`src/telnet_receive_command_filter_unit_assert.svh`:
```
// assertion macros for the telnet receive filter
`ifndef TELNET_RECEIVE_COMMAND_FILTER_UNIT_ASSERT_SVH
`define TELNET_RECEIVE_COMMAND_FILTER_UNIT_ASSERT_SVH
`ifndef SYNTH
`define TRCF_ASSERT(lbl, prop, msg) \
  lbl: assert property (@(posedge clk) disable iff (rst) prop) else $error(msg);
`define TRCF_ASSERT_NORST(lbl, prop, msg) \
  lbl: assert property (@(posedge clk) prop) else $error(msg);
`else
`define TRCF_ASSERT(lbl, prop, msg)
`define TRCF_ASSERT_NORST(lbl, prop, msg)
`endif
`endif

```
`src/trcf_pkg.sv`:
```
`timescale 1ns / 1ps

package trcf_pkg;

  localparam int unsigned BYTE_W  = 8;
  localparam int unsigned LIMIT_W = 16;
  localparam int unsigned PHASE_W = 3;
  localparam int unsigned PADDR_W = 3;
  localparam int unsigned PDATA_W = 32;

  // telnet command bytes
  localparam logic [BYTE_W-1:0] TN_IAC  = 8'hFF;
  localparam logic [BYTE_W-1:0] TN_WILL = 8'hFB;
  localparam logic [BYTE_W-1:0] TN_DONT = 8'hFE;
  localparam logic [BYTE_W-1:0] TN_SB   = 8'hFA;
  localparam logic [BYTE_W-1:0] TN_SE   = 8'hF0;

  // command phase codes
  localparam logic [PHASE_W-1:0] PH_DATA   = 3'd0;
  localparam logic [PHASE_W-1:0] PH_CMD    = 3'd1;
  localparam logic [PHASE_W-1:0] PH_OPT    = 3'd2;
  localparam logic [PHASE_W-1:0] PH_SB     = 3'd3;
  localparam logic [PHASE_W-1:0] PH_SB_IAC = 3'd4;

  // request kinds
  localparam logic REQ_BYTE = 1'b0;
  localparam logic REQ_POLL = 1'b1;

  // register map, word index
  localparam logic REG_IDLE_LIMIT = 1'b0;

  localparam logic [LIMIT_W-1:0] LIMIT_RESET = 16'd1000;

  typedef struct packed {
    logic              req_type;
    logic [BYTE_W-1:0] rx_byte;
    logic              link_connected;
  } item_t;

  typedef struct packed {
    logic              data_valid;
    logic [BYTE_W-1:0] data_byte;
    logic              closed;
    logic              became_closed;
  } result_t;

endpackage

```
`src/telnet_receive_command_filter_unit.sv`:
```
`timescale 1ns / 1ps

// telnet receive filter: each input beat is a received byte or an empty poll, and each
// one yields exactly one output beat; telnet commands (IAC sequences, option negotiation,
// subnegotiation up to IAC SE) are stripped and only payload bytes come out with
// data_valid set, IAC IAC coming out as a literal 0xFF; consecutive empty polls are
// counted and when the count reaches idle_check_limit (APB register at offset 0, reset
// 1000) the sampled link_connected is checked; if the link is down the filter closes for
// good, flags became_closed on that one beat and afterwards returns closed beats only
// until reset; throughput is one beat per clock while the consumer keeps out_ready high;
// each beat passes the input register and then the result register, the input register
// feeding the result register through the update of command phase, idle count and
// closed flag; a stalled consumer holds the result register and the input register
// behind it, and new beats wait only once both are full

module telnet_receive_command_filter_unit (
  input  logic                          clk,
  input  logic                          rst,
  // input beats
  input  logic                          in_valid,
  output logic                          in_ready,
  input  logic                          req_type,
  input  logic [trcf_pkg::BYTE_W-1:0]   rx_byte,
  input  logic                          link_connected,
  // output beats
  output logic                          out_valid,
  input  logic                          out_ready,
  output logic                          data_valid,
  output logic [trcf_pkg::BYTE_W-1:0]   data_byte,
  output logic                          closed,
  output logic                          became_closed,
  // configuration
  input  logic                          psel,
  input  logic                          penable,
  input  logic                          pwrite,
  input  logic [trcf_pkg::PADDR_W-1:0]  paddr,
  input  logic [trcf_pkg::PDATA_W-1:0]  pwdata,
  output logic [trcf_pkg::PDATA_W-1:0]  prdata,
  output logic                          pready
);

  trcf_pkg::item_t              in_item;
  trcf_pkg::item_t              item;
  trcf_pkg::result_t            res_next;
  trcf_pkg::result_t            res;
  logic                         item_valid;
  logic                         take;
  logic [trcf_pkg::LIMIT_W-1:0] idle_check_limit;

  // pack the input beat
  assign in_item.req_type       = req_type;
  assign in_item.rx_byte        = rx_byte;
  assign in_item.link_connected = link_connected;

  // register file, only idle_check_limit lives here
  trcf_regs u_regs (
    .clk              (clk),
    .rst              (rst),
    .psel             (psel),
    .penable          (penable),
    .pwrite           (pwrite),
    .paddr            (paddr),
    .pwdata           (pwdata),
    .prdata           (prdata),
    .pready           (pready),
    .idle_check_limit (idle_check_limit)
  );

  // input register, takes a new beat whenever the held one moves on
  trcf_in_stage u_in (
    .clk        (clk),
    .rst        (rst),
    .in_valid   (in_valid),
    .in_ready   (in_ready),
    .in_item    (in_item),
    .take       (take),
    .item_valid (item_valid),
    .item       (item)
  );

  // filter state: command phase, idle poll count, closed flag
  trcf_core u_core (
    .clk              (clk),
    .rst              (rst),
    .idle_check_limit (idle_check_limit),
    .adv              (take),
    .item             (item),
    .res_next         (res_next)
  );

  // result register, decouples the consumer from the filter
  trcf_out_stage u_out (
    .clk        (clk),
    .rst        (rst),
    .item_valid (item_valid),
    .res_next   (res_next),
    .take       (take),
    .out_valid  (out_valid),
    .out_ready  (out_ready),
    .res        (res)
  );

  // unpack the output beat
  assign data_valid    = res.data_valid;
  assign data_byte     = res.data_byte;
  assign closed        = res.closed;
  assign became_closed = res.became_closed;

endmodule

```
`src/trcf_regs.sv`:
```
`timescale 1ns / 1ps

module trcf_regs (
  input  logic                          clk,
  input  logic                          rst,
  input  logic                          psel,
  input  logic                          penable,
  input  logic                          pwrite,
  input  logic [trcf_pkg::PADDR_W-1:0]  paddr,
  input  logic [trcf_pkg::PDATA_W-1:0]  pwdata,
  output logic [trcf_pkg::PDATA_W-1:0]  prdata,
  output logic                          pready,
  output logic [trcf_pkg::LIMIT_W-1:0]  idle_check_limit
);

  logic word_idx;
  logic wr_en;

  assign word_idx = paddr[2];
  assign pready   = 1'b1;
  assign wr_en    = psel && penable && pwrite && (word_idx == trcf_pkg::REG_IDLE_LIMIT);

  always_ff @(posedge clk) begin
    if (rst) begin
      idle_check_limit <= trcf_pkg::LIMIT_RESET;
    end else if (wr_en) begin
      idle_check_limit <= pwdata[trcf_pkg::LIMIT_W-1:0];
    end
  end

  always_comb begin
    prdata = '0;
    if (word_idx == trcf_pkg::REG_IDLE_LIMIT) begin
      prdata = {{(trcf_pkg::PDATA_W - trcf_pkg::LIMIT_W){1'b0}}, idle_check_limit};
    end
  end

endmodule

```
`src/trcf_in_stage.sv`:
```
`timescale 1ns / 1ps

module trcf_in_stage (
  input  logic            clk,
  input  logic            rst,
  input  logic            in_valid,
  output logic            in_ready,
  input  trcf_pkg::item_t in_item,
  input  logic            take,
  output logic            item_valid,
  output trcf_pkg::item_t item
);

  logic            valid_q;
  trcf_pkg::item_t item_q;

  // free slot, or the held beat moves on this cycle
  assign in_ready   = !valid_q || take;
  assign item_valid = valid_q;
  assign item       = item_q;

  always_ff @(posedge clk) begin
    if (rst) begin
      valid_q <= 1'b0;
    end else if (in_ready) begin
      valid_q <= in_valid;
    end
  end

  always_ff @(posedge clk) begin
    if (in_valid && in_ready) begin
      item_q <= in_item;
    end
  end

endmodule

```
`src/trcf_core.sv`:
```
`timescale 1ns / 1ps
`include "telnet_receive_command_filter_unit_assert.svh"

module trcf_core (
  input  logic                         clk,
  input  logic                         rst,
  input  logic [trcf_pkg::LIMIT_W-1:0] idle_check_limit,
  input  logic                         adv,
  input  trcf_pkg::item_t              item,
  output trcf_pkg::result_t            res_next
);

  logic [trcf_pkg::PHASE_W-1:0] phase;
  logic [trcf_pkg::PHASE_W-1:0] phase_next;
  logic [trcf_pkg::LIMIT_W-1:0] idle_polls;
  logic [trcf_pkg::LIMIT_W-1:0] idle_polls_next;
  logic [trcf_pkg::LIMIT_W-1:0] idle_inc;
  logic                         link_closed;
  logic                         link_closed_next;
  logic                         pass;
  logic [trcf_pkg::BYTE_W-1:0]  b;

  assign b        = item.rx_byte;
  assign idle_inc = idle_polls + 1'b1;

  always_comb begin
    phase_next       = phase;
    idle_polls_next  = idle_polls;
    link_closed_next = link_closed;
    pass             = 1'b0;
    res_next.became_closed = 1'b0;
    if (!link_closed) begin
      if (item.req_type == trcf_pkg::REQ_BYTE) begin
        idle_polls_next = '0;
        case (phase)
          trcf_pkg::PH_DATA: begin
            if (b == trcf_pkg::TN_IAC) begin
              phase_next = trcf_pkg::PH_CMD;
            end else begin
              pass = 1'b1;
            end
          end
          trcf_pkg::PH_CMD: begin
            if (b == trcf_pkg::TN_IAC) begin
              phase_next = trcf_pkg::PH_DATA;
              pass       = 1'b1;
            end else if (b inside {[trcf_pkg::TN_WILL:trcf_pkg::TN_DONT]}) begin
              phase_next = trcf_pkg::PH_OPT;
            end else if (b == trcf_pkg::TN_SB) begin
              phase_next = trcf_pkg::PH_SB;
            end else begin
              phase_next = trcf_pkg::PH_DATA;
            end
          end
          trcf_pkg::PH_OPT: begin
            phase_next = trcf_pkg::PH_DATA;
          end
          trcf_pkg::PH_SB: begin
            if (b == trcf_pkg::TN_IAC) begin
              phase_next = trcf_pkg::PH_SB_IAC;
            end
          end
          default: begin
            // after IAC inside a subnegotiation
            phase_next = (b == trcf_pkg::TN_SE) ? trcf_pkg::PH_DATA : trcf_pkg::PH_SB;
          end
        endcase
      end else begin
        idle_polls_next = idle_inc;
        if (idle_inc >= idle_check_limit) begin
          idle_polls_next = '0;
          if (!item.link_connected) begin
            link_closed_next       = 1'b1;
            res_next.became_closed = 1'b1;
          end
        end
      end
    end
    res_next.data_valid = pass;
    res_next.data_byte  = pass ? b : '0;
    res_next.closed     = link_closed_next;
  end

  always_ff @(posedge clk) begin
    if (rst) begin
      phase       <= trcf_pkg::PH_DATA;
      idle_polls  <= '0;
      link_closed <= 1'b0;
    end else if (adv) begin
      phase       <= phase_next;
      idle_polls  <= idle_polls_next;
      link_closed <= link_closed_next;
    end
  end

  `TRCF_ASSERT_NORST(a_reset_opens, rst |=> (!link_closed && phase == trcf_pkg::PH_DATA && idle_polls == '0), "reset did not clear filter state")
  `TRCF_ASSERT(a_closed_sticky, link_closed |=> link_closed, "closed state fell without reset")
  `TRCF_ASSERT(a_closed_silent, link_closed |-> (!res_next.data_valid && !res_next.became_closed), "closed filter produced data or pulse")
  `TRCF_ASSERT(a_byte_clears_idle, (adv && item.req_type == trcf_pkg::REQ_BYTE) |=> (idle_polls == '0), "byte did not clear idle count")
  `TRCF_ASSERT(a_pulse_closes, (adv && res_next.became_closed) |-> !link_closed ##1 link_closed, "close pulse without state change")

endmodule

```
`src/trcf_out_stage.sv`:
```
`timescale 1ns / 1ps

module trcf_out_stage (
  input  logic              clk,
  input  logic              rst,
  input  logic              item_valid,
  input  trcf_pkg::result_t res_next,
  output logic              take,
  output logic              out_valid,
  input  logic              out_ready,
  output trcf_pkg::result_t res
);

  logic              valid_q;
  trcf_pkg::result_t res_q;
  logic              room;

  // result register empty or being drained this cycle
  assign room      = !valid_q || out_ready;
  assign take      = item_valid && room;
  assign out_valid = valid_q;
  assign res       = res_q;

  always_ff @(posedge clk) begin
    if (rst) begin
      valid_q <= 1'b0;
    end else if (room) begin
      valid_q <= item_valid;
    end
  end

  always_ff @(posedge clk) begin
    if (take) begin
      res_q <= res_next;
    end
  end

endmodule
```
`config.mk`:
```
export PLATFORM = sky130hd
export DESIGN_NAME = telnet_receive_command_filter_unit
export DESIGN_NICKNAME = d
export VERILOG_FILES = /design/src/trcf_pkg.sv /design/src/telnet_receive_command_filter_unit.sv /design/src/trcf_regs.sv /design/src/trcf_in_stage.sv /design/src/trcf_core.sv /design/src/trcf_out_stage.sv
export VERILOG_INCLUDE_DIRS = /design/src /design/src/src
export SDC_FILE = /design/constraint.sdc
export NUM_CORES = 1
export LEC_CHECK = 0
export ABC_AREA = 1
export BUFFER_PORTS_ARGS = -buffer_cell sky130_fd_sc_hd__buf_2
export CELL_PAD_IN_SITES_DETAIL_PLACEMENT = 1
export CELL_PAD_IN_SITES_GLOBAL_PLACEMENT = 2
export CORE_MARGIN = 3
export CORE_UTILIZATION = 26
export DETAILED_ROUTE_END_ITERATION = 10
export PLACE_DENSITY_LB_ADDON = 0.1
export SETUP_SLACK_MARGIN = 0.5
export SYNTH_ARGS = -nofsm -noshare
export SYNTH_HDL_FRONTEND = slang
export SYNTH_SLANG_ARGS = --single-unit
```
`constraint.sdc`:
```
create_clock -name clk -period 2.5 [get_ports clk]
set_input_delay 0.5 -clock clk [delete_from_list [all_inputs] [get_ports clk]]
set_output_delay 0.5 -clock clk [all_outputs]
set_load 0.02 [all_outputs]
```
==> impl_results.md <==
* Largest net degree at the start of global routing at 21
* Pwr/cell area at 573 nW/µm²
* Setup crit start kind: flop
* Vias per cell at 4.54
* Antenna Cells at 0
* Vias in the first global route at 2974
* Clk slew on worst S/H paths at 0.06 ns
* Initial core utilization at 0.273
* Final setup fails at 0
* CTS tree: done
* Mapped Cells at 411
* Tmin final at 2.33 ns
* Critical path arrival at 2.41 ns
* Max clock buf depth at 2
* Mapped cell area at 3200 µm²
* Maxcap violations at 0
* Status: complete, no violations
* PortBufs at 62
* Clock network fraction of design power at 0.501
* Comb power frac at 0.085
* Unrepaired setup endpoints after global routing: true
* Die W at 117 µm
* Fin. Hold Viols at 0
* DR pass1 iterations at 4
* Sequential share of power at 0.414
* Register area share after synthesis at 0.435
* Die ar. at 13700 µm²
* Die Ht at 117 µm
* Setup TNS at 0 ns
* Initial antenna violation count at 0
* P&R area growth vs syn at 36.6%
* DRC at 0
* Total power at 2.50 mW
* Max IR drop VDD at 0.000253 V
* Global-route wire length before repair at 14.6 mm
* Internal Power at 1.87 mW
* Final GP Congestion at 0.769
* Setup crit end kind: flop
* Sw Share at 0.253
* Hold Path Class: input port to flop
* Total GRT Usage at 0.139
* Final WL at 9.08 mm
* Fmax at 429 MHz
* Syn. warnings at 0
* Final Skew at 0.00342 ns
* CTS root buf: clkbuf_16
* Detailed placement HPWL at 6.79 mm
* # clock sinks at 59
* Layout cells sized above 1 at 0.323
* Placed cell count at 632
* Initial DRC count at 63
* Max Slew Vio Count at 0
* Nets at 572
* Core Util, Final at 0.373
* Fin cells at 651
* Fin crit share at 0.933
* Worst Path Required at 2.58 ns
* CTS Buf Count at 9
* Average wire per standard cell at 13.9 µm
* Synth cell types at 30
* Leak at 2.03 nW
* Worst Setup Path Type: flop to flop
* Post-route antenna net violation count at 0
* Sw Pwr at 0.634 mW
* Vias at 2958
* Hold WS at 0.343 ns
* Syn Area/Cell at 7.78 µm²
* Aggregate global routing overflow at 0
* Critical Path Fanout Max at 4
* Total core area at 11700 µm²
* H-tree Lvls at 3
* Worst skew pair latency at 0.33 ns
* Core Rows at 39
* Register bit total from synthesis at 59
* Io pins at 98
==> final cells by class <==
class / instances / area [µm²]
clock buffer: 9 / 225
tap: 143 / 179
fill: 1414 / 7340
sequential: 59 / 1410
timing repair buffer: 95 / 581
inverter: 56 / 210
clock inverter: 7 / 77.6
multi-input combinational: 282 / 1690
==> sequential cells by signal, indices dropped and copies added (netlist names) <==
signal,cells
u_core.idle_polls,16
u_core.link_closed,1
u_core.phase,3
u_in.item,10
u_in.item_valid,1
u_out.out_valid,1
u_out.res,11
u_regs.idle_check_limit,16
==> synthesized netlist by cell type <==
master | count | area [µm²]
nor2_1 | 55 | 206
a31oi_1 | 1 | 6.26
a21oi_1 | 37 | 185
nand3b_1 | 2 | 15.0
edfxtp_1 | 21 | 631
buf_6 | 1 | 11.3
buf_2 | 2 | 10.0
a21oi_2 | 1 | 8.76
inv_1 | 55 | 206
o21ai_0 | 21 | 105
and3_1 | 1 | 6.26
xor2_1 | 5 | 43.8
ha_1 | 17 | 213
dfxtp_1 | 38 | 761
xnor2_1 | 2 | 17.5
o21a_1 | 1 | 7.51
nor3_1 | 2 | 10.0
buf_4 | 19 | 143
conb_1 | 2 | 7.51
clkbuf_1 | 7 | 26.3
o211ai_1 | 6 | 45.0
nand2_1 | 73 | 274
inv_2 | 1 | 3.75
nand3_1 | 10 | 50.1
nor4_1 | 1 | 6.26
o21bai_1 | 1 | 7.51
nand4_1 | 20 | 125
nor2_2 | 4 | 25.0
nand2_2 | 3 | 18.8
nor2_4 | 2 | 22.5
==> critical path: stages, from the launching register on <==
cell and delay [ns]:
dfxtp_4 0.36, ha_4 0.14, nand2_4 0.05, nor2_4 0.16, nand2_2 0.11, inv_2 0.07, nand2_1 0.05, nand2_1 0.08
nand2_2 0.08, ha_4 0.25, nand2_4 0.07, buf_6 0.10, o21ai_4 0.05, a21oi_4 0.25, nand2_2 0.10, nand2_2 0.09
nand2_1 0.06
==> power groups by stage <==
stage | Combinational [mW] | Sequential, mW | Clock, mW
6_report | 0.213 | 1.04 | 1.25
2_1_floorplan | 0.137 | 1.07 | 0
3_5_place_dp | 0.206 | 1.06 | 0
5_1_grt | 0.240 | 1.04 | 1.34
4_1_cts | 0.211 | 1.04 | 1.30
3_3_place_gp | 0.203 | 1.06 | 0
==> routing by layer <==
layer | vias to the layer above | share of wire | GRT usage
met2 | 48 | 0.47 | 0.222
met1 | 1397 | 0.48 | 0.187
met4 | 0 | 0.014 | 0.0482
met3 | 11 | 0.036 | 0.0308
met5 | - | 0 | 0
li1 | 1502 | - | -
==> kinds of logic after synthesis <==
logic type | Yosys count | share of synthesized area
AND/OR/NAND/NOR | 173 | 0.237
buffers and inverters | 85 | 0.125
AO/OA/AOI/OAI | 68 | 0.114
flip-flops | 59 | 0.435
adder cells (fa/ha/maj) | 17 | 0.0665
XOR/XNOR | 7 | 0.0192
other | 2 | 0.00235
==> timing repair <==
action                     in CTS  in global routing
hold buffers                    0                  0
setup buffers                   1                  2
pin swaps                      10                 18
gates resized for setup        16                 33
setup endpoints to repair      19                 19
==> cells in the final DEF (no fill, tap or decap), types with 5 or more instances in the layout <==
cell type and instances:
nand2_1 62, clkbuf_16 9, nor2_1 51, conb_1 17, buf_6 6, dfxtp_1 32
nand2_2 9, edfxtp_1 21, a21oi_2 6, nand4_1 20, o211ai_1 6, a21oi_1 31
nand3_1 8, nor2_4 5, buf_2 62, nand2_4 5, inv_1 53, ha_1 15
o21ai_0 16, nor2_2 5, buf_4 27
==> worst paths after layout <==
| check | endpoint | slack, ns | depth (start not counted) | startpoint |
|---|---|---|---|---|
| max reg2reg | u_out.res[1] | 0.17 | 16 | u_core.idle_polls[0] |
| min reg2reg | u_regs.idle_check_limit[0] | 0.48 | 2 | u_regs.idle_check_limit[0] |
| min | u_in.item[8] | 0.34 | 1 | rx_byte[7] |
| max | u_out.res[1] | 0.17 | 16 | u_core.idle_polls[0] |
==> through the flow <==
stage | instance area [µm²] | setup slack, ns
floorplan | 3310 | 0.408
global placement | 3830 | 0.0918
detailed placement | 3830 | 0.0642
CTS | 4210 | 0.135
global route | 4370 | 0.0123
finish | 4370 | 0.168
No activity file was read; power rests on OpenSTA's default activity.
